==> src/lis_pkg.sv <==
// Shared constants for the longest increasing subsequence block.
// No dependencies; imported by lis_cell and the top level.
`timescale 1ns / 1ps

package lis_pkg;

    // Fixed field widths of the transfer ports.
    localparam int VALUE_W = 32;
    localparam int POS_W   = 6;
    localparam int RUN_W   = 7;

    // Longest run that is ever reported; later elements of a longer chain are cut.
    localparam int RESULT_LIMIT = 64;

    // Default capacity of the element row.
    localparam int MAX_ELEMENTS_DEF = 64;

endpackage

==> src/lis_cell.sv <==
// One cell of the element row: holds one stored element and relays the scan token.
// Depends on lis_pkg.
`timescale 1ns / 1ps

module lis_cell
    import lis_pkg::*;
#(
    parameter int MAX_ELEMENTS = MAX_ELEMENTS_DEF,
    parameter int INDEX        = 0,
    localparam int CNT_W       = $clog2(MAX_ELEMENTS + 1)
)
(
    input  logic                       clk,
    input  logic                       rst_n,
    input  logic [CNT_W-1:0]           count,
    input  logic                       shift_en,
    input  logic signed [VALUE_W-1:0]  shift_val,
    input  logic [CNT_W-1:0]           shift_len,
    input  logic [CNT_W-1:0]           shift_pred,
    output logic signed [VALUE_W-1:0]  val,
    output logic [CNT_W-1:0]           len,
    output logic [CNT_W-1:0]           pred,
    input  logic                       tok_in_valid,
    input  logic signed [VALUE_W-1:0]  tok_in_val,
    input  logic [CNT_W-1:0]           tok_in_best,
    input  logic [CNT_W-1:0]           tok_in_pred,
    output logic                       tok_out_valid,
    output logic signed [VALUE_W-1:0]  tok_out_val,
    output logic [CNT_W-1:0]           tok_out_best,
    output logic [CNT_W-1:0]           tok_out_pred
);

    localparam logic [CNT_W-1:0] MY_INDEX = CNT_W'(INDEX);

    logic signed [VALUE_W-1:0] val_reg, val_next;
    logic [CNT_W-1:0]          len_reg, len_next;
    logic [CNT_W-1:0]          pred_reg, pred_next;
    logic                      tok_valid_reg;
    logic signed [VALUE_W-1:0] tok_val_reg;
    logic [CNT_W-1:0]          tok_best_reg, tok_best_next;
    logic [CNT_W-1:0]          tok_pred_reg, tok_pred_next;
    logic [CNT_W-1:0]          len_plus;
    logic                      occupied;
    logic                      better;

    assign occupied = MY_INDEX < count;
    assign len_plus = len_reg + CNT_W'(1);
    // A strictly smaller earlier element extends the chain; ties go to the later element.
    assign better   = occupied && (val_reg < tok_in_val) && (len_plus >= tok_in_best);

    always_comb
    begin
        tok_best_next = better ? len_plus : tok_in_best;
        tok_pred_next = better ? MY_INDEX : tok_in_pred;
        val_next      = val_reg;
        len_next      = len_reg;
        pred_next     = pred_reg;
        if (shift_en)
        begin
            val_next  = shift_val;
            len_next  = shift_len;
            pred_next = shift_pred;
        end
        else if (tok_in_valid && (MY_INDEX == count))
        begin
            // The token has seen every earlier element, so its result lands here.
            val_next  = tok_in_val;
            len_next  = tok_in_best;
            pred_next = tok_in_pred;
        end
    end

    always_ff @(posedge clk or negedge rst_n)
    begin
        if (!rst_n)
        begin
            tok_valid_reg <= 1'b0;
        end
        else
        begin
            tok_valid_reg <= tok_in_valid;
        end
    end

    always_ff @(posedge clk)
    begin
        val_reg      <= val_next;
        len_reg      <= len_next;
        pred_reg     <= pred_next;
        tok_val_reg  <= tok_in_val;
        tok_best_reg <= tok_best_next;
        tok_pred_reg <= tok_pred_next;
    end

    assign val           = val_reg;
    assign len           = len_reg;
    assign pred          = pred_reg;
    assign tok_out_valid = tok_valid_reg;
    assign tok_out_val   = tok_val_reg;
    assign tok_out_best  = tok_best_reg;
    assign tok_out_pred  = tok_pred_reg;

endmodule

==> config.mk <==
export PLATFORM = sky130hd
export DESIGN_NAME = lis_cell
export DESIGN_NICKNAME = d
export VERILOG_FILES = /design/src/lis_pkg.sv /design/src/lis_cell.sv
export SDC_FILE = /design/constraint.sdc
export NUM_CORES = 1
export LEC_CHECK = 0
export ABC_AREA = 0
export BUFFER_PORTS_ARGS = -buffer_cell sky130_fd_sc_hd__buf_2
export CAP_MARGIN = 20
export CORE_MARGIN = 4
export CORE_UTILIZATION = 48
export CTS_BUF_LIST = sky130_fd_sc_hd__clkbuf_4
export DETAILED_ROUTE_END_ITERATION = 6
export PLACE_DENSITY = 0.94
export SLEW_MARGIN = 10
export SYNTH_ARGS = -nofsm -noshare
export SYNTH_HDL_FRONTEND = slang
export SYNTH_SLANG_ARGS = --single-unit
export TNS_END_PERCENT = 100
==> constraint.sdc <==
create_clock -name clk -period 3.21 [get_ports clk]
set_input_delay 0.4815 -clock clk [delete_from_list [all_inputs] [get_ports clk]]
set_output_delay 0.4815 -clock clk [all_outputs]
set_load 0.02 [all_outputs]
==> impl_metrics.yaml <==
placed_design:
  gp_congestion: 0.791
  port_buffers: 195
  post-dp-hpwl_mm: 8.19
pwr:
  power_frac_seq: 0.491
  powerDensity_nw_per_um2: 536
  power_frac_comb: 0.204
  power.leakage_nw: 2.63
  p_clk_frac: 0.305
  swShare: 0.269
  power_w: 0.00286
  switchingPower_w: 0.000769
  ir_worst_vdd_v: 0.000306
  internal_power_w: 0.00209
setup_path:
  cp_max_fo: 8
  path_buf_inv: 1
  cp.arrival_ns: 3.33
  cp.required_ns: 3.56
  cp_slowest_stage_delay_ns: 0.47
  cpLargestDelayFamily: "compound AO/OA/AOI/OAI gates"
  worst_path_most_repeated_cell: "ha_1"
  crit_slowest_cell: "edfxtp_1"
  end_kind: "flop"
  path_class: "flop to flop"
  cp_cell_sequence: "ha_1, and3_1, xor2_1, ha_1, o211ai_1, nand2_1, nand4_1, a21oi_1, nand4b_1, o31ai_4, buf_4, mux2i_1"
  start_kind: "flop"
floorplanning:
  die_y_um: 99.3
  die_x_um: 99.3
  core-area_sq_um: 8180
  start_util: 0.490
  ios: 196
  die_area_sq_um: 9870
  rows: 33
clocking:
  path_clk_slew_ns: 0.14
  clockBufferDepth: 2
  cts_resized: 0
  clkLatencyLatePin_ns: 0.42
  cts_max_level: 3
  post-cts-setup-buffers: 0
  numCtsBuffers: 9
  cts_tree: "yes"
  cts_root_buf: "clkbuf_4"
  cts_sinks: 93
sta:
  tns_ns: 0
  rsz0062_at_grt: "no"
  timing.hold.ws_ns: 0.160
  hold_viol_final: 0
  fmax_mhz: 336
  tightestPinTransition_ns: 0.450
  setup_viol: 0
  fin_crit_sh: 0.928
  final_max_slew_viol_count: 0
  max_slew_margin: 0.700
  fin_crit_ns: 2.98
  fin_skew_ns: 0.0190
yosys:
  syn_area_sq_um: 4010
  ys_seq_area_frac: 0.581
  synth_top_area_cell: "edfxtp_1"
  ys_ff_latch: 93
  yosysTopAreaCellShare: 0.345
  yosysUniqueCellTypes: 36
  avgSynthCellArea_sq_um: 11.4
  syn_inst: 351
  yosysWarnings: 0
  syn_nets: 493
  synth.area.top_cells: "edfxtp_1 34%, dfxtp_1 23%, ha_1 12%"
route:
  avgViaCountPerCell: 5.00
  drt_first_pass_iters: 4
  drc: 0
  vias: 3310
  detail_route.wl_per_cell_um: 15.3
  drt_iter0_markers: 60
  finalWirelength_mm: 10.1
  ant_nets: 0
final_layout:
  drive_gt1_frac: 0.422
  fin_util: 0.652
  diodes: 0
  final_common_cell: "buf_2"
  areaGrowthSynthToFinish_pct: 33.1
  mostFrequentLayoutCells: "195 x buf_2, 51 x nand2_1, 46 x edfxtp_1, 46 x dfxtp_1, 44 x o21ai_0"
  nets: 694
outcome:
  status: "finished, final reports clean"
flow_run:
  drv_cap: 0
global_routing:
  grt_pass1_wl_mm: 16.0
  grt_antenna_before_repair: 0
  groute.usage.overall: 0.205
  grt_start_max_net_pins: 47
  grt-ovfl-total: 0
  first_global_vias: 3450
hold_path:
  hold_path.class: "input pin to flop"
Yosys cell counts:
| cell type | number |
|---|---|
| nand2_1 | 51 |
| dfxtp_1 | 46 |
| edfxtp_1 | 46 |
| o21ai_0 | 44 |
| ha_1 | 39 |
| inv_1 | 39 |
| a21oi_1 | 12 |
| mux2_2 | 12 |
| clkbuf_1 | 9 |
| nor2b_1 | 8 |
| nor2_1 | 6 |
| nand4_1 | 5 |
| a21o_1 | 3 |
| xor2_1 | 3 |
| a211oi_1 | 2 |
| a31oi_1 | 2 |
| mux2_4 | 2 |
| nand3_1 | 2 |
| nor4_2 | 2 |
| xnor2_1 | 2 |
| a221o_1 | 1 |
| a221oi_2 | 1 |
| and2_1 | 1 |
| and3_1 | 1 |
| buf_6 | 1 |
| dfrtp_1 | 1 |
| mux2i_1 | 1 |
| nand2b_1 | 1 |
| nand3b_1 | 1 |
| nand4b_1 | 1 |
| nor4_1 | 1 |
| o211ai_1 | 1 |
| o21ai_2 | 1 |
| o21bai_1 | 1 |
| o31ai_4 | 1 |
| or4_1 | 1 |
worst paths after layout:
| path | slack, ns | start | to | depth (start not counted) |
|---|---|---|---|---|
| worst max-delay path | 0.23 | len[0]$_DFFE_PP_ | tok_out_best[0]$_DFF_P_ | 12 |
| worst min-delay path | 0.16 | tok_in_val[17] | tok_out_val[17]$_DFF_P_ | 1 |
| worst max register to register | 0.23 | len[0]$_DFFE_PP_ | tok_out_best[0]$_DFF_P_ | 12 |
| worst min register to register | 0.59 | len[0]$_DFFE_PP_ | tok_out_best[0]$_DFF_P_ | 1 |
| max in group asynchronous | 2.76 | rst_n | tok_out_valid$_DFF_PN0_ | 2 |
| min in group asynchronous | 0.36 | rst_n | tok_out_valid$_DFF_PN0_ | 2 |
what timing repair did:
item	in CTS	in global routing
endpoints found under the setup margin	0	5
hold endpoints to repair	1	0
hold buffers	1	0
logic make-up after synthesis:
logic type                 count (synthesis)  share of synthesized area
muxes                                     15                     0.0437
and+or+nand+nor                           81                     0.0947
adders and majority gates                 39                      0.122
DFF                                       93                      0.581
buffers and inverters                     49                     0.0478
xor gates and xnor gates                   5                     0.0109
AOI/OAI and AO/OA                         69                      0.100
through the flow:
step	std cells	instance area (sq um)	setup WS, ns
floorplan	351	4010	0.293
global placement	645	5110	0.301
global route	662	5330	0.000545
finish	662	5330	0.230
detailed placement	645	5110	0.197
CTS	662	5330	0.143
final cells by class:
class / instances / area, sq um
Tap cell: 105 / 131
Timing Repair Buffer: 200 / 1030
Clock inverter: 4 / 120
Sequential cell: 93 / 2330
Clock buffer: 12 / 90.1
Multi-Input combinational cell: 209 / 1490
Fill cell: 669 / 2840
Inverter: 39 / 146
routing by layer:
metal,vias to the layer above,wire (um),GRT usage
met2,147,5210,0.377
met4,0,202,0.0788
met3,20,982,0.0582
met1,1525,3710,0.221
met5,-,0,0
li1,1618,-,-
power groups by stage:
stage	registers (W)	clock network, W	logic [W]
CTS	0.00141	0.000899	0.000591
finish	0.00140	0.000871	0.000584
floorplan	0.00156	0	0.000219
detailed placement	0.00143	0	0.000588
global route	0.00142	0.000953	0.000642
global placement	0.00143	0	0.000564
Note: power is estimated with default switching activity, not from simulation.
